[src/phea_ram.sv]
// Generic single-write, single-read synchronous RAM with registered read data.
`timescale 1ns / 1ps
module phea_ram #(
  parameter int unsigned WIDTH = 8,
  parameter int unsigned DEPTH = 16
) (
  input  logic                     clk_i,
  input  logic                     we_i,
  input  logic [$clog2(DEPTH)-1:0] waddr_i,
  input  logic [WIDTH-1:0]         wdata_i,
  input  logic [$clog2(DEPTH)-1:0] raddr_i,
  output logic [WIDTH-1:0]         rdata_o
);
  logic [WIDTH-1:0] mem_q [DEPTH];

  always_ff @(posedge clk_i) begin
    if (we_i) begin
      mem_q[waddr_i] <= wdata_i;
    end
    rdata_o <= mem_q[raddr_i];
  end
endmodule

[config.mk]
export PLATFORM = sky130hd
export DESIGN_NAME = phea_ram
export DESIGN_NICKNAME = d
export VERILOG_FILES = /design/src/phea_ram.sv
export SDC_FILE = /design/constraint.sdc
export NUM_CORES = 1
export LEC_CHECK = 0
export BUFFER_PORTS_ARGS = -buffer_cell sky130_fd_sc_hd__clkbuf_2
export CAP_MARGIN = 20
export CORE_MARGIN = 2
export CORE_UTILIZATION = 60
export CTS_CLUSTER_SIZE = 16
export DETAILED_ROUTE_END_ITERATION = 16
export PLACE_DENSITY = 0.78
export SYNTH_ARGS = -nofsm -noshare
export SYNTH_HDL_FRONTEND = slang
export SYNTH_SLANG_ARGS = --single-unit
[constraint.sdc]
create_clock -name clk_i -period 2.2 [get_ports clk_i]
set_input_delay 0.44 -clock clk_i [delete_from_list [all_inputs] [get_ports clk_i]]
set_output_delay 0.44 -clock clk_i [all_outputs]
set_load 0.01 [all_outputs]
======== After elaboration in Yosys (flattened, before gate mapping) ========
Memory sizes are Yosys's and may differ from the RTL's. A register that Yosys moved wholly into a read port is not among the register bits.
Cells that the tools add are included.
word-level totals
  bits in writable memories ............... 128
  bits of input ports ..................... 18
  output and inout port bits .............. 8
  register bits after elaboration ......... 0
  memories ................................ 1
memories
  name   words  bits a word  read ports  clocked after Yosys merged registers in  write ports  RTL line  RTL
  mem_q  16     8            1           1                                        1            14        logic [WIDTH-1:0] mem_q [DEPTH];
operators by class
  muxes and demuxes ....................... 2
operators by type and width
  cell    number
  $mux 1  2

======== Logic depth before layout (Yosys ltp) ========
  depth in word-level cells ............... 2
  mapped depth ............................ 5
  mapped depth without buffers ............ 3

======== Least setup slack after synthesis ========
Ideal clock, no wire load.
  path kind ............................... input port to flip-flop
  start ................................... input waddr_i[2]
  end ..................................... memory mem_q[0][0], enable pin
  arrival time ............................ 1550 ps
  cell stages on the path ................. 2
  slack ................................... 267 ps
  path buffers ............................ 0
  data required time ...................... 1817 ps
  cells stage by stage .................... or3b_2 -> nor3_1
RTL lines
  what             RTL line  RTL
  start, declared  9         input logic [$clog2(DEPTH)-1:0] waddr_i,
  end, declared    14
Straight into the memory's write port.

==> impl.org <==
** Final layout
- Number of non-filler instances in the completed layout :: 404
- Count of filler cells inserted in the layout :: 439
- Number of nets in the finished design :: 304
- Relative to the synthesized area, the layout overhead comes to 20.4%.
- In the final layout, the share of cells above drive strength 1 is 0.324.
- The multi-input combinational cells in the finished layout cover a total of 1060 sq um.
- The number of antenna diodes in the final layout is 0.
- In the final layout, flip-flops and latches occupy 4000 sq um.

** Hold path
- Hold Path Class :: input port to register

** Routing
- The first TritonRoute pass finished after 5 iterations.
- Vias/cell :: 6.29
- Routed wire length :: 9960 um
- Across all layers, the routed design uses 2,540 vias.
- Final routed DRC violation total :: 0
- Routed WL per cell :: 24.6 um
- In this run, the number of DRC markers left after iteration 0 of detailed routing was 299.
- The detail route stage leaves a number of antenna-violating nets equal to 0.

** Synthesis
- Synthesis produced a netlist whose cell count is 229.
- Top post-synthesis cells by area :: edfxtp_1, mux4_2, mux4_1
- The number of different library cells used by synthesis comes to 19.
- Average size of a mapped cell :: 22.5 sq um
- In this run, synthesis produced a sequential element count of 136.
- The number of nets handed over by synthesis was 247.
- Register area share after synthesis :: 0.778
- Yosys warning total :: 0
- The synthesized design spends more area on one cell type than any other, namely edfxtp_1.
- The share of synthesized area in the top cell type comes to 0.747.
- In this run the cell area of the synthesized design comes to 5150 sq um.

** Clocking
- TritonCTS built the clock tree.
- Worst-Skew Late Latency :: 510 ps
- In this run the post-CTS setup repair buffer count came out at 0.
- Clock root buffer :: clkbuf_8
- Number of gates resized after CTS :: 0
- The H-tree generated during clock tree synthesis spans 4 levels.
- For this design, the CTS-stage hold fixing added 0 buffers.
- After clock tree synthesis, the clock-pin slew on the worst setup and hold paths is 60 ps.
- CTS Sinks :: 136
- Cts bufs inserted :: 17
- Deepest clock path buffer count :: 2

** Global route
- Global route total overflow :: 0
- Pin count of the biggest net entering global routing :: 33
- The via count of the first global-routing pass came to 2,592.
- Across every metal layer, demand over resource in global routing totals 0.230.
- The first global-routing pass estimated 15,300 um of wire.
- The number of antenna violations at the first check in global routing came to 0.

** Place
- The number of placed instances, taps included, is 372.
- Post-DP HPWL :: 6000 um
- Timing analysis after detailed placement gives a worst setup slack of 183 ps.
- At the end of routability-driven placement, the weighted congestion stood at 0.819.
- In this run the tool buffered the top-level ports with 25 buffer cells.

** Run
- The tool flagged a number of max-cap violations equal to 0.

** Timing
- After layout, the minimum clock period comes to 1520 ps.
- Maximum clock rate :: 0.659 GHz
- The number of endpoints with negative hold slack in the final report was 0.
- Worst rel slew slack :: 0.711
- In the finished design, the share of the clock period the worst path needs comes to 0.690.
- For the pin with the worst max-slew slack, the measured transition is 433 ps.
- The tightest hold path in the finished design has a slack of 353 ps.
- Setup repair after global routing left no endpoint under its margin.
- Setup violations remaining at the end of the flow were counted as 0.
- Setup slack after layout :: 682 ps
- Number of pins exceeding their max-slew limit in the final report :: 0
- Worst clock skew on the final layout :: 3.96 ps
- Total Negative Setup Slacks :: 0 ps

** Critical path
- STA classifies the critical path endpoint as a register.
- Data required time of the critical path :: 2590 ps
- Data arrival time at the worst-slack endpoint :: 1910 ps
- Start-to-end type of the worst setup path :: input port to register
- Largest fanout on the critical path :: 9
- STA classifies the critical path startpoint as an input port.

** Power
- Dividing total power by cell area gives a power density of 1030 nW/um^2.
- P_leak :: 2.16 nW
- Power comes to 0.00636 W.
- Worst vdd ir :: 703 uV

** Die
- Die Area :: 9340 sq um
- Number of core rows :: 33
- Floorplan core area :: 8260 sq um
- The die is 96.6 um tall.
- 26 I/O pins were placed.
- The floorplan step set the die width to 96.6 um.
- For this configuration, the core starts out at a cell density of 0.623.

** Run status
- Status :: completed
==> placed cells by master, fill, tap and decap left out <==
cell type,synthesis,layout
a22oi_1,16,16
and2_1,1,1
and2b_1,1,1
buf_12,0,3
buf_4,1,20
bufinv_16,0,7
clkbuf_1,0,1
clkbuf_16,0,16
clkbuf_2,0,25
clkbuf_8,0,1
clkinv_1,0,1
clkinv_2,0,3
clkinv_4,0,2
clkinvlp_4,0,1
dfxtp_1,8,8
edfxtp_1,128,128
mux4_1,14,14
mux4_2,18,18
nand2_1,9,9
nand2b_1,2,2
nand3_1,1,1
nand3b_1,2,2
nor2_1,13,13
nor2b_1,1,1
nor3_1,4,4
or3b_2,1,1
==> metal layers <==
layer  part of all wire  track usage  up-vias
met1               0.40        0.315     1310
met4              0.016       0.0943        0
li1                   -            -     1090
met3              0.069       0.0535       16
met5                  0            0        -
met2               0.51        0.364      124
==> registers in the layout (all words and copies together), names as in the netlist <==
signal and flops:
mem_q 128, rdata_o 8
==> worst paths after layout <==
| kind | start | end | slack (ps) | depth (start not counted) |
|---|---|---|---|---|
| hold reg to reg | mem_q[14][5] | rdata_o[5] | 660 | 3 |
| hold / removal | wdata_i[3] | mem_q[6][3] | 350 | 1 |
| setup / recovery | raddr_i[0] | rdata_o[5] | 680 | 5 |
| setup reg to reg | mem_q[0][5] | rdata_o[5] | 820 | 3 |
==> worst max-delay path, cell delays in order <==
cell      delay (ps)
clkbuf_2         220
buf_4            260
mux4_1           580
a22oi_1          320
nand2_1           80
==> logic make-up after synthesis <==
logic type | synth area share
compound gates | 0.0233
buf+inv | 0.0168
flops | 0.778
mux | 0.150
simple gates | 0.0318
==> final cells by class <==
type | count | share of cell area
sequential | 136 | 0.646
multi-input combinational | 83 | 0.171
tap | 105 | 0.0212
clock inverter | 14 | 0.0410
clock buffer | 18 | 0.0674
timing repair buffer | 48 | 0.0541
==> Yosys cell counts <==
cell / number
nand2b_1: 2
mux4_1: 14
nor2b_1: 1
a22oi_1: 16
or3b_2: 1
nand2_1: 9
buf_6: 3
nor3_1: 4
edfxtp_1: 128
mux4_2: 18
buf_2: 3
dfxtp_1: 8
buf_4: 1
and2b_1: 1
nand3_1: 1
nand3b_1: 2
and2_1: 1
nor2_1: 13
clkdlybuf4s25_2: 3
==> through the flow <==
stage / util / area (sq um)
floorplan: - / 5150
global route: 0.751 / 6200
global placement: 0.669 / 5530
detailed placement: 0.669 / 5530
finish: 0.751 / 6200
CTS: 0.751 / 6200
==> report_power, final <==
group,switching [W],internal [W]
sequential,0.0000183,0.00290
combinational,0.000158,0.000122
clock,0.000988,0.00217
No activity file was read; power rests on OpenSTA's default activity.
