===== src/phea_pkg.sv =====
// Shared types, constants and register codes of the per-host rate anomaly block.
`timescale 1ns / 1ps
package phea_pkg;

  localparam int unsigned TABLE_ENTRIES_DEF   = 256;
  localparam int unsigned MAX_DECAY_STEPS_DEF = 1024;

  localparam int unsigned CFG_AW = 5;
  localparam int unsigned CFG_DW = 64;

  localparam logic [1:0] REG_SUBNET = 2'd0;
  localparam logic [1:0] REG_MASK   = 2'd1;
  localparam logic [1:0] REG_THRESH = 2'd2;
  localparam logic [1:0] REG_ALPHA  = 2'd3;

  localparam logic [31:0] SUBNET_RST = 32'h0000_0000;
  localparam logic [31:0] MASK_RST   = 32'hFFFF_FFFF;
  localparam logic [47:0] THRESH_RST = 48'd6553600;
  localparam logic [16:0] ALPHA_RST  = 17'd6554;
  localparam logic [16:0] ALPHA_ONE  = 17'd65536;

  localparam int unsigned ROUND_MS   = 500;
  localparam int unsigned MS_PER_SEC = 1000;
  localparam int unsigned SEC_W      = 39;

  localparam logic [2:0] OUT_IGNORED = 3'd0;
  localparam logic [2:0] OUT_NEW     = 3'd1;
  localparam logic [2:0] OUT_SAME    = 3'd2;
  localparam logic [2:0] OUT_NEXT    = 3'd3;
  localparam logic [2:0] OUT_ANOMALY = 3'd4;
  localparam logic [2:0] OUT_GAP     = 3'd5;
  localparam logic [2:0] OUT_FULL    = 3'd6;

  typedef struct packed {
    logic [31:0] subnet;
    logic [31:0] mask;
    logic [47:0] thresh;
    logic [16:0] alpha;
  } cfg_t;

  typedef struct packed {
    logic        valid;
    logic        dir;
    logic [31:0] host;
    logic [38:0] bin;
    logic [31:0] count;
    logic [31:0] rate;
    logic [47:0] ema;
    logic [47:0] open_ms;
  } entry_t;

endpackage


===== src/phea_sec_div.sv =====
// Rounded millisecond to second conversion by reciprocal multiplication.
`timescale 1ns / 1ps
module phea_sec_div (
  input  logic        clk_i,
  input  logic        rst_ni,
  input  logic        start_i,
  input  logic [47:0] ms_i,
  output logic        busy_o,
  output logic [38:0] sec_o
);
  import phea_pkg::*;

  // The rounded time is shifted right by three and divided by 125 in two halves.
  localparam logic [22:0] DIV_LO = 23'(MS_PER_SEC / 8);
  localparam logic [30:0] RECIP  = 31'd1099511628;
  localparam int unsigned RSH    = 37;

  logic [48:0] num_q;
  logic [15:0] qh_q;
  logic [29:0] x_q;
  logic [22:0] ql_q;
  logic [1:0]  cnt_q;
  logic        busy_q;
  logic [22:0] hi;
  logic [22:0] lo;
  logic [29:0] mul_x;
  logic [60:0] prod;
  logic [23:0] q;
  logic [22:0] qh_m;
  logic [22:0] rh;

  assign hi     = num_q[48:26];
  assign lo     = num_q[25:3];
  assign mul_x  = (cnt_q == 2'd3) ? {7'd0, hi} : x_q;
  assign prod   = mul_x * RECIP;
  assign q      = prod[RSH+23:RSH];
  assign qh_m   = {7'd0, qh_q} * DIV_LO;
  assign rh     = hi - qh_m;
  assign busy_o = busy_q;
  assign sec_o  = {qh_q, ql_q};

  always_ff @(posedge clk_i or negedge rst_ni) begin
    if (!rst_ni) begin
      busy_q <= 1'b0;
      cnt_q  <= '0;
    end else if (start_i) begin
      busy_q <= 1'b1;
      cnt_q  <= 2'd3;
    end else if (busy_q) begin
      cnt_q <= cnt_q - 1'b1;
      if (cnt_q == 2'd1) begin
        busy_q <= 1'b0;
      end
    end
  end

  always_ff @(posedge clk_i) begin
    if (start_i) begin
      num_q <= 49'(ms_i) + 49'(ROUND_MS);
    end else if (busy_q) begin
      case (cnt_q)
        2'd3: qh_q <= q[15:0];
        2'd2: x_q  <= {rh[6:0], lo};
        2'd1: ql_q <= q[22:0];
        default: begin
        end
      endcase
    end
  end
endmodule


===== config.mk =====
export PLATFORM = sky130hd
export DESIGN_NAME = phea_sec_div
export DESIGN_NICKNAME = d
export VERILOG_FILES = /design/src/phea_pkg.sv /design/src/phea_sec_div.sv
export SDC_FILE = /design/constraint.sdc
export NUM_CORES = 1
export LEC_CHECK = 0
export BUFFER_PORTS_ARGS = -buffer_cell sky130_fd_sc_hd__buf_4
export CAP_MARGIN = 20
export CORE_UTILIZATION = 61
export DETAILED_ROUTE_END_ITERATION = 10
export HOLD_SLACK_MARGIN = 0.12
export PLACE_DENSITY = 0.79
export SETUP_SLACK_MARGIN = 0.05
export SYNTH_ARGS = -nofsm -noshare
export SYNTH_HDL_FRONTEND = slang
export SYNTH_SLANG_ARGS = --single-unit

===== constraint.sdc =====
create_clock -name clk_i -period 10.5 [get_ports clk_i]
set_input_delay 0.525 -clock clk_i [delete_from_list [all_inputs] [get_ports clk_i]]
set_output_delay 0.525 -clock clk_i [all_outputs]
set_load 0.05 [all_outputs]

# After elaboration in Yosys (flattened, before gate mapping)
# Cells that the tools add are included.
[word_totals]
output_inout_bits = 40
reg_bits = 121
in_bits = 51
elab_cells = 25
[classes]
n_bitwise = 1
addsub = 3
n_reduce_logical = 4
n_eq_ne = 3
muxes = 6
n_mul = 2
[op_table]
columns = ["op", "count"]
rows = [
  ["$mul 30x29->58 const B", 1],
  ["$add 48x9->49 const B", 1],
  ["$mux 30", 1],
  ["$mul 16x7->7 const B", 1],
  ["$reduce_and 3->1", 3],
  ["$sub 7x7->7", 1],
  ["$eq 2x2->1 const B", 2],
  ["$mux 2", 2],
  ["$mux 1", 3],
  ["$eq 2x1->1 const B", 1],
  ["$reduce_bool 2->1", 1],
  ["$sub 2x1->2 const B", 1],
  ["$not 1->1", 1],
]

# Logic depth before layout (Yosys ltp)
[logic_depth]
word_depth = 4
depth_mapped = 29
ltp_nobuf = 26

# Worst setup path after synthesis
# No wires, ideal clock.
[synth_timing]
path_type = "register to register"
from = "reg cnt_q[0]"
to = "reg qh_q[10] (data pin)"
period_less_slack_ns = 8.049
arrival_ns = 7.784
required_ns = 10.236
setup_ns = 0.264
path_stages_with_launch = 28
setup_slack_ns = 2.451
path_buffers = 3
path_cell_list = "dfrtp_1 > ha_1 > clkbuf_1 > clkbuf_1 > clkbuf_1 > mux2i_1 > inv_1 > ha_1 > fa_1 > fa_1 > inv_1 > fa_1 > inv_1 > fa_1 > fa_1 > fa_1 > inv_1 > fa_1 > inv_1 > ha_1 > nand4_1 > nor2_1 > a221oi_1 > o41ai_2 > o211ai_2 > a211o_1 > and3b_1 > xnor2_1"
[synth_via]
elab_chain_cells = 3
[synth_rtl]
columns = ["element", "line", "text"]
rows = [
  ["start, declared", "phea_sec_div.sv:22", "logic [1:0] cnt_q;"],
  ["start signal, assigned", "phea_sec_div.sv:50", "cnt_q <= cnt_q - 1'b1;"],
  ["$eq 2x2->1", "phea_sec_div.sv:34", "assign mul_x = (cnt_q == 2'd3) ? {7'd0, hi} : x_q;"],
  ["$mux 30", "phea_sec_div.sv:34", ""],
  ["$mul 30x29->58", "phea_sec_div.sv:35", "assign prod = mul_x * RECIP;"],
  ["named net prod[47]", "phea_sec_div.sv:27", "logic [60:0] prod;"],
  ["end signal, assigned", "phea_sec_div.sv:62", "2'd3: qh_q <= q[15:0];"],
  ["end, declared", "phea_sec_div.sv:19", "logic [15:0] qh_q;"],
]
# The timed path passes the listed nets, and every way through them passes these cells.
# A chain may end at the register's enable or synchronous reset.

# Final worst setup path
[layout_timing]
from = "reg cnt_q[0]"
to = "reg ql_q[16] (data pin)"
[layout_via]
elab_chain_cells = 3
[layout_rtl]
columns = ["element", "line", "text"]
rows = [
  ["$eq 2x2->1", "phea_sec_div.sv:34", ""],
  ["$mux 30", "phea_sec_div.sv:34", ""],
  ["$mul 30x29->58", "phea_sec_div.sv:35", ""],
  ["named net prod[53]", "phea_sec_div.sv:27", ""],
  ["end signal, assigned", "phea_sec_div.sv:64", "2'd1: ql_q <= q[22:0];"],
  ["end, declared", "phea_sec_div.sv:21", "logic [22:0] ql_q;"],
]
# The timed path passes the listed nets, and every way through them passes these cells.

==> summary.md <==
| Metric | Value |
|---|---|
| Yosys warns | `0` |
| Vias per Instance | `5.34` |
| Crit path required time | `10.66 ns` |
| Synth Register Bits | `118` |
| Crit path depth | `27` |
| Final Cycle Share | `86.2%` |
| CTS tree | `done` |
| CP delay by family, top | `adder cells` |
| CP max stage cell | `a211oi_2` |
| Post-synth top flop | `edfxtp_1` |
| Sequential share of the synthesized area | `18.9%` |
| DRT Pass-1 Iters | `6` |
| Die Y | `177 um` |
| Final setup violation count | `0` |
| Post-synth cell types | `61` |
| Avg Synthesized Cell Area | `10.9 um^2` |
| Routed length per instance | `18.6 um` |
| Layout Nets | `2539` |
| Longest Clk Path Bufs | `2` |
| Grt ovf | `0` |
| RSZ-0062 raised after global routing | `no` |
| ANT cells | `0` |
| RD Place Congestion | `0.958` |
| Number of buffers created by CTS | `17` |
| Antenna-violating nets left | `0` |
| Die area | `31300 um^2` |
| Worst-skew pair later-pin latency | `0.42 ns` |
| CP Max Fanout | `14` |
| Mapped Cells | `1710` |
| Core area | `29900 um^2` |
| Slew @ Worst Pin | `1.10 ns` |
| DRC violations left | `0` |
| CTS Sinks | `118` |
| CP Data Arrival Time | `9.21 ns` |
| Initial core utilization | `62.4%` |
| Critical path's largest stage delay | `0.62 ns` |
| CP bufs+invs | `8` |
| Number of DRC markers in iteration 0 | `576` |
| CTS root buf | `clkbuf_16` |
| Status | `finished, final reports clean` |
| Setup Skew | `0.0104 ns` |
| Share of post-route cells with drive strength above 1 | `9.01%` |
| Crit. End Element | `register` |
| Startpoint types | `register` |
| Post-DP HPWL | `35.7 mm` |
| Rows | `63` |
| Post-CTS Setup Repair Bufs | `0` |
| Hold slack final | `0.395 ns` |
| Global Route Usage Sum | `29.4%` |
| Final WL | `41.6 mm` |
| # IOs | `91` |
| Synth-to-layout area growth | `10.1%` |
| Min Clock Period, post-route | `9.05 ns` |
| Largest net degree at the start of global routing | `48` |
| Hold path cells | `2` |
| Slew Limit Fails | `0` |
| EDFF count, synth | `115` |
| H-tree levels | `4` |
| Worst hold path class | `in2reg` |
| Async S/R FF share, synth | `2.54%` |
| Post-Syn Nets | `2419` |
| IO Port Bufs | `88` |
| Antenna violations before repair | `0` |
| Post-DP Area | `19900 um^2` |
| Die Width | `177 um` |
| Fmax achieved | `111 MHz` |
| Clock transition at path regs | `0.06 ns` |
| Via count | `11.9k` |
| Vias in the first global route | `13.5k` |
| Cells on worst reg2reg path | `27` |
| Finished Core Util | `68.7%` |
| Final hold vios | `0` |
| Slew margin rel. | `26.8%` |
| Post-Syn Area | `18700 um^2` |
| First-pass GRT wire length | `68.9 mm` |
| Fin area | `20500 um^2` |
| Max-Cap Viols | `0` |
| TNS Setup | `0 ns` |
| Kind of critical path | `reg2reg` |
## synthesized netlist by cell type, drive strengths merged (4+ instances only)
library cell | number | area, um^2
inv | 531 | 1990
ha | 375 | 4690
fa | 283 | 5670
edfxtp | 115 | 3450
xnor2 | 85 | 744
nand2 | 50 | 195
nor2 | 34 | 135
a21oi | 29 | 149
a21o | 18 | 138
and3 | 18 | 114
nand3 | 18 | 90.1
o21ai | 17 | 85.1
mux2i | 16 | 160
xor2 | 16 | 140
mux2 | 10 | 113
nand2b | 9 | 56.3
nand4 | 9 | 56.3
nor3 | 9 | 50.1
clkbuf | 7 | 26.3
a211oi | 6 | 60.1
a31oi | 6 | 43.8
nor4 | 6 | 58.8
and2 | 4 | 25.0
and4 | 4 | 35.0
## layout make-up
| type | count | area (um^2) |
|---|---|---|
| well taps | 390 | 488 |
| fillers | 2183 | 9340 |
| clock inverters | 14 | 176 |
| inverters | 532 | 2000 |
| multi-input cells | 1052 | 13100 |
| clock buffers | 18 | 429 |
| flip-flops and latches | 118 | 3530 |
| repair buffers | 109 | 821 |
## worst paths after layout
path / start / end / slack, ns
worst min-delay path: ms_i[39] / num_q[39] / 0.40
worst max-delay path: cnt_q[0] / ql_q[16] / 1.45
max in group asynchronous: rst_ni / cnt_q[1] / 9.97
min in group asynchronous: rst_ni / cnt_q[0] / 0.44
worst min register to register: num_q[22] / x_q[19] / 0.41
worst max register to register: cnt_q[0] / ql_q[16] / 1.45
## placed cells by master, fill, tap and decap left out, types with 2 or more instances in the layout
cell,instances
mux2_2,10
mux2i_1,16
o21bai_1,3
o21a_1,3
nand3b_1,2
and2_1,4
nand3_1,18
a21o_2,2
fa_1,283
nor2_1,33
bufinv_16,3
nor4_1,4
o21ai_0,13
a31oi_1,5
nand2_1,49
xor2_1,16
a211oi_1,3
o21ai_1,4
a211oi_2,3
buf_4,108
edfxtp_1,115
clkbuf_16,17
nand2b_1,9
ha_1,375
nand4_1,9
nor3_1,8
xnor2_1,85
inv_1,531
a21oi_1,28
a221oi_1,2
or4_1,2
clkinv_4,5
and4_1,4
dfrtp_1,3
and3_1,17
a21o_1,16
clkinv_1,2
inv_6,3
## timing repair
item	4_1_cts	5_1_grt
setup endpoints to repair	0	0
endpoints found under the hold margin	3	0
hold buffers	1	0
resized for setup	0	0
## kinds of logic (layout without fill, tap and decap cells)
| kind of cell | Yosys count | after routing | share of synthesized area (%) |
|---|---|---|---|
| adder cells (fa/ha/maj) | 658 | 658 | 55.5 |
| buffers and inverters | 540 | 673 | 10.9 |
| AND/OR/NAND/NOR | 168 | 168 | 4.65 |
| flip-flops | 118 | 118 | 18.9 |
| XOR/XNOR | 101 | 101 | 4.74 |
| AO/OA/AOI/OAI | 99 | 99 | 3.82 |
| multiplexers | 26 | 26 | 1.46 |
## per-layer routing
| metal | vias up | wire (um) | global-route usage [%] |
|---|---|---|---|
| met1 | 5898 | 18100 | 39.7 |
| met4 | 0 | 1050 | 8.94 |
| met2 | 340 | 19800 | 47.6 |
| li1 | 5614 | - | - |
| met5 | - | 0 | 0 |
| met3 | 70 | 2680 | 6.21 |
## state kept, by name (all words and copies together), names as in the netlist
register  cells
x_q          30
ql_q         23
busy_o        1
cnt_q         2
qh_q         16
num_q        46
## worst register-to-register path: stages (launching register included)
cell      delay, ns
dfrtp_1        0.41
ha_1           0.19
buf_4          0.26
mux2i_1        0.55
inv_1          0.45
ha_1           0.45
fa_1           0.42
fa_1           0.49
inv_1          0.05
fa_1           0.50
inv_1          0.06
fa_1           0.51
inv_1          0.05
fa_1           0.49
inv_1          0.06
fa_1           0.53
inv_1          0.06
fa_1           0.54
inv_1          0.05
ha_1           0.27
nand2_1        0.07
nor3_1         0.47
nand3_1        0.27
a211oi_2       0.62
o21ai_1        0.23
a311oi_2       0.43
a31oi_1        0.17
xnor2_1        0.14
## stage by stage
stage / setup slack, ns / cells
after floorplan: 2.45 / 1710
after global placement: 1.74 / 2200
after detailed placement: 1.52 / 2200
after CTS: 1.52 / 2233
after global routing: 1.20 / 2233
final: 1.45 / 2233
Power is not shown: default switching activity piles up to over one toggle a cycle in this logic, so the estimate is an artifact.
