[src/phea_pkg.sv]
// Shared types, constants and register codes of the per-host rate anomaly block.
`timescale 1ns / 1ps
package phea_pkg;

  localparam int unsigned TABLE_ENTRIES_DEF   = 256;
  localparam int unsigned MAX_DECAY_STEPS_DEF = 1024;

  localparam int unsigned CFG_AW = 5;
  localparam int unsigned CFG_DW = 64;

  localparam logic [1:0] REG_SUBNET = 2'd0;
  localparam logic [1:0] REG_MASK   = 2'd1;
  localparam logic [1:0] REG_THRESH = 2'd2;
  localparam logic [1:0] REG_ALPHA  = 2'd3;

  localparam logic [31:0] SUBNET_RST = 32'h0000_0000;
  localparam logic [31:0] MASK_RST   = 32'hFFFF_FFFF;
  localparam logic [47:0] THRESH_RST = 48'd6553600;
  localparam logic [16:0] ALPHA_RST  = 17'd6554;
  localparam logic [16:0] ALPHA_ONE  = 17'd65536;

  localparam int unsigned ROUND_MS   = 500;
  localparam int unsigned MS_PER_SEC = 1000;
  localparam int unsigned SEC_W      = 39;

  localparam logic [2:0] OUT_IGNORED = 3'd0;
  localparam logic [2:0] OUT_NEW     = 3'd1;
  localparam logic [2:0] OUT_SAME    = 3'd2;
  localparam logic [2:0] OUT_NEXT    = 3'd3;
  localparam logic [2:0] OUT_ANOMALY = 3'd4;
  localparam logic [2:0] OUT_GAP     = 3'd5;
  localparam logic [2:0] OUT_FULL    = 3'd6;

  typedef struct packed {
    logic [31:0] subnet;
    logic [31:0] mask;
    logic [47:0] thresh;
    logic [16:0] alpha;
  } cfg_t;

  typedef struct packed {
    logic        valid;
    logic        dir;
    logic [31:0] host;
    logic [38:0] bin;
    logic [31:0] count;
    logic [31:0] rate;
    logic [47:0] ema;
    logic [47:0] open_ms;
  } entry_t;

endpackage

[src/phea_cfg.sv]
// APB configuration registers of the per-host rate anomaly block.
`timescale 1ns / 1ps
module phea_cfg (
  input  logic                         clk_i,
  input  logic                         rst_ni,
  input  logic                         psel,
  input  logic                         penable,
  input  logic                         pwrite,
  input  logic [phea_pkg::CFG_AW-1:0]  paddr,
  input  logic [phea_pkg::CFG_DW-1:0]  pwdata,
  output logic [phea_pkg::CFG_DW-1:0]  prdata,
  output logic                         pready,
  output phea_pkg::cfg_t               cfg_o
);
  import phea_pkg::*;

  cfg_t       cfg_q, cfg_d;
  logic [1:0] idx;
  logic       wr;

  assign idx    = paddr[4:3];
  assign wr     = psel & penable & pwrite;
  assign pready = 1'b1;
  assign cfg_o  = cfg_q;

  always_comb begin
    cfg_d = cfg_q;
    if (wr) begin
      case (idx)
        REG_SUBNET: cfg_d.subnet = pwdata[31:0];
        REG_MASK:   cfg_d.mask   = pwdata[31:0];
        REG_THRESH: cfg_d.thresh = pwdata[47:0];
        REG_ALPHA:  cfg_d.alpha  = pwdata[16:0];
        default:    cfg_d = cfg_q;
      endcase
    end
  end

  always_comb begin
    case (idx)
      REG_SUBNET: prdata = {32'd0, cfg_q.subnet};
      REG_MASK:   prdata = {32'd0, cfg_q.mask};
      REG_THRESH: prdata = {16'd0, cfg_q.thresh};
      REG_ALPHA:  prdata = {47'd0, cfg_q.alpha};
      default:    prdata = '0;
    endcase
  end

  always_ff @(posedge clk_i or negedge rst_ni) begin
    if (!rst_ni) begin
      cfg_q.subnet <= SUBNET_RST;
      cfg_q.mask   <= MASK_RST;
      cfg_q.thresh <= THRESH_RST;
      cfg_q.alpha  <= ALPHA_RST;
    end else begin
      cfg_q <= cfg_d;
    end
  end
endmodule

[config.mk]
export PLATFORM = sky130hd
export DESIGN_NAME = phea_cfg
export DESIGN_NICKNAME = d
export VERILOG_FILES = /design/src/phea_pkg.sv /design/src/phea_cfg.sv
export SDC_FILE = /design/constraint.sdc
export NUM_CORES = 1
export LEC_CHECK = 0
export ABC_AREA = 1
export ABC_CLOCK_PERIOD_IN_PS = 1700
export BUFFER_PORTS_ARGS = -buffer_cell sky130_fd_sc_hd__buf_4
export CAP_MARGIN = 20
export CORE_MARGIN = 1
export CORE_UTILIZATION = 48
export CTS_BUF_LIST = sky130_fd_sc_hd__clkbuf_16
export DETAILED_ROUTE_END_ITERATION = 8
export PLACE_DENSITY = 0.82
export SYNTH_ARGS = -nofsm -noshare
export SYNTH_HDL_FRONTEND = slang
export SYNTH_SLANG_ARGS = --single-unit
[constraint.sdc]
create_clock -name clk_i -period 1.7 [get_ports clk_i]
set_input_delay 0.34 -clock clk_i [delete_from_list [all_inputs] [get_ports clk_i]]
set_output_delay 0.34 -clock clk_i [all_outputs]
set_load 0.02 [all_outputs]
[After elaboration in Yosys (flattened, before gate mapping)]
Index checks and enable logic that the tools add are counted.
Operators by class
  equal/unequal tests: 3
  mux-type cells: 1
  bitwise gates (word level): 2
  reduce and logical (&&, ||, !) cells: 5
Operator list (count)
  $pmux W64 S4: 1
  $reduce_and A2 Y1: 4
  $eq A2 B2 Y1 const B: 2
  $and A1 B1 Y1: 2
  $eq A2 B1 Y1 const B: 1
  $logic_not A2 Y1: 1
Storage, ports and cells
  register bits: 129
  input bits: 74
  word-level logic and storage cells: 15

[Logic depth before layout (Yosys ltp)]
Gate-level depths: netlist of run 1.
  depth after elaboration: 3
  depth in mapped cells: 8

[Least setup slack after synthesis of run 1]
No wires, ideal clock.
  kind: input to output
  start point: in paddr[3] (netlist name)
  end point: out prdata[17] (netlist name)
  arrival time: 1.182 ns
  data required time: 1.360 ns
  slack: 0.178 ns
  cell stages on the path: 6
  path through: inv_2 -> nand2_4 -> inv_2 -> clkbuf_1 -> nand2_1 -> nand3_1
On the way
  word-level cells in the longest chain between the ends: 2
RTL lines
  from (decl): line phea_cfg.sv:9  | input logic [phea_pkg::CFG_AW-1:0] paddr,
  $eq A2 B2 Y1 (tied with other cells): line phea_cfg.sv:40  | case (idx)
  $pmux W64 S4 (*): line phea_cfg.sv:40
  to (decl): line phea_cfg.sv:11  | output logic [phea_pkg::CFG_DW-1:0] prdata,
Mark *: on every way between the ends. The rest lies on a longest branch, timed or not. The select of a mux whose other input is x is not followed.

[Worst setup path in the final report of run 1]
  start point: reg cfg_q (netlist bit cfg_o[69])
  end point: out prdata[4] (netlist name)
On the way
  word-level cells in the longest chain between the ends: 1
RTL lines
  from (decl): line phea_cfg.sv:17  | cfg_t cfg_q, cfg_d;
  from (signal assigned): line phea_cfg.sv:56  | cfg_q <= cfg_d;
  $pmux W64 S4: line phea_cfg.sv:40
Every way passes these cells. The select of a mux whose other input is x is not followed.

==> results of run 1 <==
-- layout by cell type (no fill, tap or decap), types with 5 or more instances in the layout --
cell,netlist,layout
inv_1,16,16
dfrtp_1,87,87
buf_12,0,5
dfstp_2,42,42
nand4_1,17,17
clkbuf_16,0,17
nor2_1,16,16
nand2_1,453,452
conb_1,2,17
nand3_1,66,66
buf_4,27,253
-- metal layers --
metal  up-vias  part of all wire (%)
li1       2827                     -
met4         0                   1.0
met2       256                    50
met5         -                     0
met1      2893                    41
met3        15                   7.8
-- critical path, stage by stage (launching register included) --
cell and delay [ps]:
dfstp_2 550, nand3_1 80, nand4_1 120, buf_4 150
-- metrics by stage --
step | power (mW) | setup slack (ps) | instances
CTS | 11.5 | 25.1 | 1190
floorplan | 6.19 | 178 | 789
detailed placement | 7.95 | 83.2 | 1157
global placement | 7.87 | 82.5 | 1157
finish | 11.4 | 45.2 | 1191
global route | 11.9 | 1.40 | 1191
-- final timing paths --
kind	startpoint	end	slack (ps)	cells past startpoint
worst min-delay path	pwdata[40]	cfg_o[57]	130	3
worst max-delay path	cfg_o[69]	prdata[4]	50	3
max in group asynchronous	rst_ni	cfg_o[35]	810	3
worst min register to register	cfg_o[94]	cfg_o[94]	470	2
worst max register to register	cfg_o[70]	cfg_o[70]	880	3
min in group asynchronous	rst_ni	cfg_o[5]	280	2
-- where the power goes --
part | total [mW] | switching (mW) | internal [mW]
clock | 3.47 | 1.33 | 2.14
combinational | 3.48 | 2.03 | 1.45
sequential | 4.45 | 0.591 | 3.86
total | 11.4 | 3.96 | 7.45
-- cell families after synthesis --
| kind of cell | after synthesis | share of synthesized area [%] |
|---|---|---|
| other | 2 | 0.124 |
| buffers and inverters | 79 | 7.50 |
| and+or+nand+nor | 564 | 38.0 |
| DFF | 129 | 54.3 |
-- cell type report --
type / instances / area share [%]
flip-flops and latches: 129 / 38.5
clock buffers: 17 / 4.99
clock inverters: 15 / 1.69
repair buffers: 259 / 23.6
inverters: 22 / 1.06
well taps: 168 / 2.46
multi-input cells: 581 / 27.8
-- timing repair --
action | in CTS | in global routing
gates resized for setup | 0 | 2
hold endpoints to repair | 14 | 0
buffers inserted | 0 | 1
setup endpoints to repair | 0 | 3
hold buffers | 1 | 0
==> results.cfg, run 1 <==
[status]
status = finished, final reports clean

[setup_path]
cp.arrival_ps = 1310
critPathRequiredTime_ps = 1360
cp_max_fo = 3
crit_type = register to output pin
cp-end-kind = output pin
critical_path.startpoint_type = register

[logic_synthesis]
synth_warnings = 0
synth_edf_count = 0
async_reset_ff_share_pct = 100
syn_area_mm2 = 0.00604
synth-seq-cells = 129
synth-main-ff-cell = dfrtp_1
ys_seq_area_share_pct = 54.3
synth_commonest_cells = nand2_1 (453), dfrtp_1 (87), nand3_1 (66)
ys_types = 20
synth.most_common_cell = nand2_1
avgSynthCellArea_um2 = 7.80
synth_top_area_share_pct = 36.1
synth_top_area_cell = dfrtp_1
yosys-top-cells-area = dfrtp_1 (36%), nand2_1 (28%), dfstp_2 (18%), nand3_1 (5.5%), buf_4 (3.4%)
syn_inst = 774

[floorplanning]
chipHeight_um = 114
start_util_pct = 49.8
io_pins = 268
std_cell_rows = 40
coreArea_mm2 = 0.0121
die_area_mm2 = 0.0130
die_x_um = 114

[global_routing]
use_met3_pct = 7.46
grt_pass1_wl_um = 28600
top_usage_layer = met2
use_met2_pct = 49.9
first_global_vias = 5468
antenna_found_initial = 0
grt_max_degree = 68
grt_use_met1_pct = 36.3
globalRouteTotalUtil_pct = 29.0
gr-total-overflow = 0

[clock_tree]
insertion_delay_ps = 400
cts_buffers = 17
cts.sink_count = 129
htree_levels = 4
clock-root-buffer = clkbuf_16
cts_buffer_depth = 2
cts_tree = yes
path_clk_slew_ps = 60

[layout]
nNetsFinal = 1084
drive_gt1_share_pct = 34.0
stdcell_area_mm2 = 0.00853
fin_util_pct = 70.4
area_growth_pct = 41.3
regArea_mm2 = 0.00328
antenna_cells = 0
multi_input_area_mm2 = 0.00237
largest_register_ffs = 129
fill_cells = 1027

[placement]
place_area_mm2 = 0.00794
io_buffers = 231
routabilityCongestion = 0.801
hpwl_um = 12700

[detailed_routing]
drtIter0Drc = 426
wl_per_cell_um = 15.3
antenna_left = 0
drc = 0
vias = 5991
via_per_inst = 5.03
wirelength_um = 18200
drt-pass1-iter-count = 4

[sta]
finalHoldViolations = 0
period_share_pct = 97.3
finalCriticalPeriod_ps = 1650
fmax_mhz = 604
rsz0062_at_grt = false
drv_slew = 0
finalSetupViolCount = 0
fin_setup_tns_ps = 0
finClkSkew_ps = 0
hold_slack_ps = 133

[power]
power_leakage_nw = 4.66
ir_drop_mv = 0.632
p_per_area_mw_per_mm2 = 1340

[worst_hold_path]
worstHoldPathType = input port to register

[flow_run]
max_cap_viol_count = 0
Note: power is estimated with default switching activity, not from simulation.
==> run 2: changes to the inputs <==
--- a/config.mk
+++ b/config.mk
@@ -13,7 +13,7 @@
 export CORE_UTILIZATION = 48
 export CTS_BUF_LIST = sky130_fd_sc_hd__clkbuf_16
 export DETAILED_ROUTE_END_ITERATION = 8
-export PLACE_DENSITY = 0.82
+export PLACE_DENSITY = 0.81
 export SYNTH_ARGS = -nofsm -noshare
 export SYNTH_HDL_FRONTEND = slang
 export SYNTH_SLANG_ARGS = --single-unit
==> results.cfg, run 2 (same netlist as run 1, synthesis figures left out) <==
[status]
status = finished, final reports clean

[clock_tree]
cts_buffer_depth = 2
path_clk_slew_ps = 50
post_cts.repair.setup_buffers = 0
cts_tree = yes
clock-root-buffer = clkbuf_16
cts_buffers = 17
htree_levels = 4
cts.sink_count = 129
insertion_delay_ps = 420

[setup_path]
rrSetupSlack_ps = 930
timing.rr.start = cfg_o[94]
critPathRequiredTime_ps = 1360
cp-end-kind = output pin
cp_max_fo = 3
r2r-end = cfg_o[94]
crit_type = register to output pin
cp.arrival_ps = 1310
critical_path.startpoint_type = register
r2r_cells = 2

[layout]
final_common_cell = nand2_1
final_cell_mix = nand2_1 (452), buf_4 (247), dfrtp_1 (87)
area_growth_pct = 40.6
multi_input_area_mm2 = 0.00238
fin_cells = 1187
antenna_cells = 0
drive_gt1_share_pct = 33.2
regArea_mm2 = 0.00328
nNetsFinal = 1080
fin_util_pct = 70.1
fill_cells = 1025
largest_register_ffs = 129

[sta]
hold_slack_ps = 120
finalSetupViolCount = 0
finalCriticalPeriod_ps = 1650
finalHoldViolations = 0
drv_slew = 0
rsz0062_at_grt = false
fmax_mhz = 605
fin_setup_tns_ps = 0
finClkSkew_ps = 0
period_share_pct = 97.3

[floorplanning]
io_pins = 268
chipHeight_um = 114
die_area_mm2 = 0.0130
std_cell_rows = 40
coreArea_mm2 = 0.0121
die_x_um = 114
start_util_pct = 49.8

[placement]
routabilityCongestion = 0.822
hpwl_um = 12500
placed_cells = 1154
io_buffers = 231

[power]
p_total_mw = 11.3
p_per_area_mw_per_mm2 = 1330
ir_drop_mv = 0.724
power_leakage_nw = 4.66

[worst_hold_path]
worstHoldPathType = input port to register
hold_path_startpoint = pwdata[43]
hold_depth = 3
whs_endpoint = cfg_o[60]

[detailed_routing]
wirelength_um = 18300
via_per_inst = 5.02
drt-pass1-iter-count = 5
antenna_left = 0
vias = 5960
drc = 0
wl_per_cell_um = 15.4
drtIter0Drc = 421

[global_routing]
grt_max_degree = 63
first_global_vias = 5643
globalRouteTotalUtil_pct = 29.4
antenna_found_initial = 0
gr-total-overflow = 0
grt_pass1_wl_um = 29100

[flow_run]
max_cap_viol_count = 0
[run 2: cell types whose count changed in the layout (fill, tap and decap cells not counted), sizes merged]
cell and delta:
buf -4, clkinvlp -3, inv +5, clkinv -2
[run 2: routing by layer]
layer | vias up | GRT usage [%] | share of wire, %
li1 | 2822 | - | -
met1 | 2840 | 35.6 | 40
met2 | 262 | 49.4 | 49
met3 | 36 | 8.84 | 8.8
met4 | 0 | 11.0 | 1.9
met5 | - | 0 | 0
[run 2: final cells by class]
cell class | instances | area share (%)
timing repair buffer | 255 | 23.4
clock inverter | 15 | 1.33
inverter | 22 | 1.06
multi-input combinational | 581 | 28.1
sequential | 129 | 38.6
tap | 168 | 2.48
clock buffer | 17 | 5.01
[run 2: stage by stage]
stage	instance area [um2]	setup slack, ps
final	8490	45.8
after global routing	8490	0.348
after CTS	8480	1.86
after global placement	7930	52.2
after detailed placement	7930	-6.73
after floorplan	6090	178
[run 2: power breakdown]
group	switching, mW	total (mW)	internal, mW
clock network	1.26	3.35	2.09
logic	2.04	3.48	1.44
registers	0.587	4.45	3.86
total	3.88	11.3	7.39
[run 2: how the worst max path moves through the flow]
stage                     startpoint    endpoint  slack [ps]  cells past startpoint
after floorplan             paddr[3]  prdata[17]         180                      6
after global placement      paddr[3]  prdata[20]          50                      7
after detailed placement    paddr[3]  prdata[26]          -7                      7
after CTS                  cfg_o[70]   prdata[5]           2                      3
after global routing       cfg_o[71]   prdata[6]         0.3                      3
final                      cfg_o[70]   prdata[5]          50                      3
[run 2: worst max-delay path, cell delays in order (launching register included)]
cell and delay [ps]:
dfstp_2 550, nand3_1 80, nand4_1 110, buf_4 150
[run 2: repair_timing]
item	in CTS	in global routing
hold buffers	1	0
endpoints found under the hold margin	11	0
gates resized for setup	1	3
endpoints found under the setup margin	5	6
pin swaps	0	6
==> run 3: changes to the inputs <==
--- a/config.mk
+++ b/config.mk
@@ -5,15 +5,14 @@
 export SDC_FILE = /design/constraint.sdc
 export NUM_CORES = 1
 export LEC_CHECK = 0
-export ABC_AREA = 1
 export ABC_CLOCK_PERIOD_IN_PS = 1700
 export BUFFER_PORTS_ARGS = -buffer_cell sky130_fd_sc_hd__buf_4
 export CAP_MARGIN = 20
 export CORE_MARGIN = 1
-export CORE_UTILIZATION = 48
+export CORE_UTILIZATION = 47
 export CTS_BUF_LIST = sky130_fd_sc_hd__clkbuf_16
 export DETAILED_ROUTE_END_ITERATION = 8
-export PLACE_DENSITY = 0.81
+export PLACE_DENSITY = 0.8
 export SYNTH_ARGS = -nofsm -noshare
 export SYNTH_HDL_FRONTEND = slang
 export SYNTH_SLANG_ARGS = --single-unit
==> results.cfg, run 3 <==
[clock_tree]
clock-root-buffer = clkbuf_16
cts_tree = yes
path_clk_slew_ps = 50
cts_buffer_depth = 2
cts_buffers = 17
cts.sink_count = 129
htree_levels = 4
insertion_delay_ps = 410

[placement]
io_buffers = 231
place_area_mm2 = 0.00798
placed_cells = 786
dp_slack_ps = -228
routabilityCongestion = 0.804
hpwl_um = 10700

[status]
status = finished with violations
violations = setup timing

[sta]
finalCriticalPeriod_ps = 1780
drv_slew = 0
finalHoldViolations = 0
period_share_pct = 105
fin_setup_tns_ps = -1050
max_slew_margin_pct = 64.1
fmax_mhz = 562
hold_slack_ps = 161
rsz0062_at_grt = true
finClkSkew_ps = 0
finalSetupViolCount = 17
worstMarginPinSlew_ps = 536
fin_ws_ps = -79.6

[layout]
antenna_cells = 0
fin_util_pct = 75.3
drive_gt1_share_pct = 75.4
area_growth_pct = 54.0
largest_register_ffs = 129
fin_cells = 874
stdcell_area_mm2 = 0.00916
multi_input_area_mm2 = 0.00248
final_cell_mix = buf_4 (285), mux2_2 (97), dfrtp_1 (87)
final_common_cell = buf_4
fill_cells = 787
nNetsFinal = 767
regArea_mm2 = 0.00328

[floorplanning]
start_util_pct = 48.9
io_pins = 268
coreArea_mm2 = 0.0122
chipHeight_um = 114
die_x_um = 114
die_area_mm2 = 0.0131
std_cell_rows = 40

[logic_synthesis]
avgSynthCellArea_um2 = 15.4
synth_compound_area_share_pct = 1.26
synth_top_family_by_area = multiplexers
synth_commonest_cells = mux2_2 (97), dfrtp_1 (87), dfstp_2 (42)
synth-main-ff-cell = dfrtp_1
synth_warnings = 0
syn_area_mm2 = 0.00595
ys_seq_area_share_pct = 55.2
synth_top_area_cell = dfrtp_1
async_reset_ff_share_pct = 100
synthMuxAreaShare_pct = 35.3
ys_types = 21
synth_top_area_share_pct = 36.6
synth-seq-cells = 129
synthAdderAreaFrac_pct = 0
syn_inst = 386
yosys.area_share.simple_pct = 3.70
synth.most_common_cell = mux2_2
yosys-top-cells-area = dfrtp_1 (37%), dfstp_2 (19%), mux2_2 (18%), mux2_4 (7.6%), mux4_2 (6.4%)
synthXorXnorAreaFrac_pct = 0
synth_edf_count = 0

[setup_path]
cp.arrival_ps = 1440
r2r_cells = 3
rrSetupSlack_ps = 660
crit_type = register to output pin
cp_max_fo = 3
critPathRequiredTime_ps = 1360
critical_path.startpoint_type = register
cp-end-kind = output pin

[worst_hold_path]
hold_depth = 2
worstHoldPathType = input port to register

[detailed_routing]
drtIter0Drc = 181
wl_per_cell_um = 18.4
wirelength_um = 16100
antenna_left = 0
vias = 4377
via_per_inst = 5.01
drc = 0
drt-pass1-iter-count = 4

[global_routing]
grt_pass1_wl_um = 24200
gr-total-overflow = 0
globalRouteTotalUtil_pct = 24.7
grt_max_degree = 61
first_global_vias = 4621
antenna_found_initial = 0

[flow_run]
max_cap_viol_count = 0

[power]
power_leakage_nw = 4.50
ir_drop_mv = 1.08
p_per_area_mw_per_mm2 = 1480
p_total_mw = 13.6
run 3: cell count changes after synthesis, moves of 15 or more:
| cell | previous run | this run |
|---|---|---|
| nand3_1 | 66 | 0 |
| nand4_1 | 17 | 0 |
| mux4_2 | 0 | 17 |
| o21ai_0 | 0 | 15 |
| mux2_2 | 0 | 97 |
| nor2_1 | 16 | 0 |
| mux2i_1 | 0 | 15 |
| and2_1 | 0 | 16 |
| nand2_1 | 453 | 16 |
| mux2_4 | 0 | 30 |
| inv_1 | 16 | 0 |
run 3: path summary, 6_finish.rpt:
check / start / endpoint
worst max register to register: cfg_o[25] / cfg_o[25]
worst max-delay path: cfg_o[0] / prdata[0]
worst min register to register: cfg_o[124] / cfg_o[124]
worst min-delay path: pwdata[47] / cfg_o[64]
max in group asynchronous: rst_ni / cfg_o[95]
min in group asynchronous: rst_ni / cfg_o[112]
run 3: worst max-delay path: stages (launching register included):
cell and delay [ps]:
dfrtp_1 400, mux4_2 490, buf_6 150
run 3: power breakdown:
part | internal, mW | switching (mW) | total [mW]
clock network | 2.87 | 1.29 | 4.16
logic | 2.56 | 2.30 | 4.86
registers | 3.97 | 0.567 | 4.54
total | 9.39 | 4.16 | 13.6
run 3: timing repair:
| action | in CTS | in global routing |
|---|---|---|
| hold buffers | 1 | 0 |
| setup buffers | 40 | 15 |
| cloned | 0 | 0 |
| setup endpoints to repair | 36 | 37 |
| endpoints found under the hold margin | 10 | 0 |
| resized for setup | 21 | 6 |
run 3: area by class of cell:
class                   count  share of cell area (%)
flip-flops and latches    129                    35.8
repair buffers            313                    27.5
multi-input cells         232                    27.1
clock buffers              17                    4.64
clock inverters            15                    2.70
well taps                 168                    2.30
run 3: cell families (layout without fill, tap and decap cells):
| group | Yosys count | count (layout) |
|---|---|---|
| other | 2 | 17 |
| buffers and inverters | 40 | 345 |
| and+or+nand+nor | 39 | 39 |
| muxes | 161 | 161 |
| DFF | 129 | 129 |
| AOI/OAI and AO/OA | 15 | 15 |
run 3: per-layer routing:
metal	up-vias	global-route usage (%)	wire [um]
li1	1959	-	-
met1	2189	28.2	6330
met2	213	43.6	8360
met3	16	8.58	1210
met4	0	7.79	194
met5	-	0	0
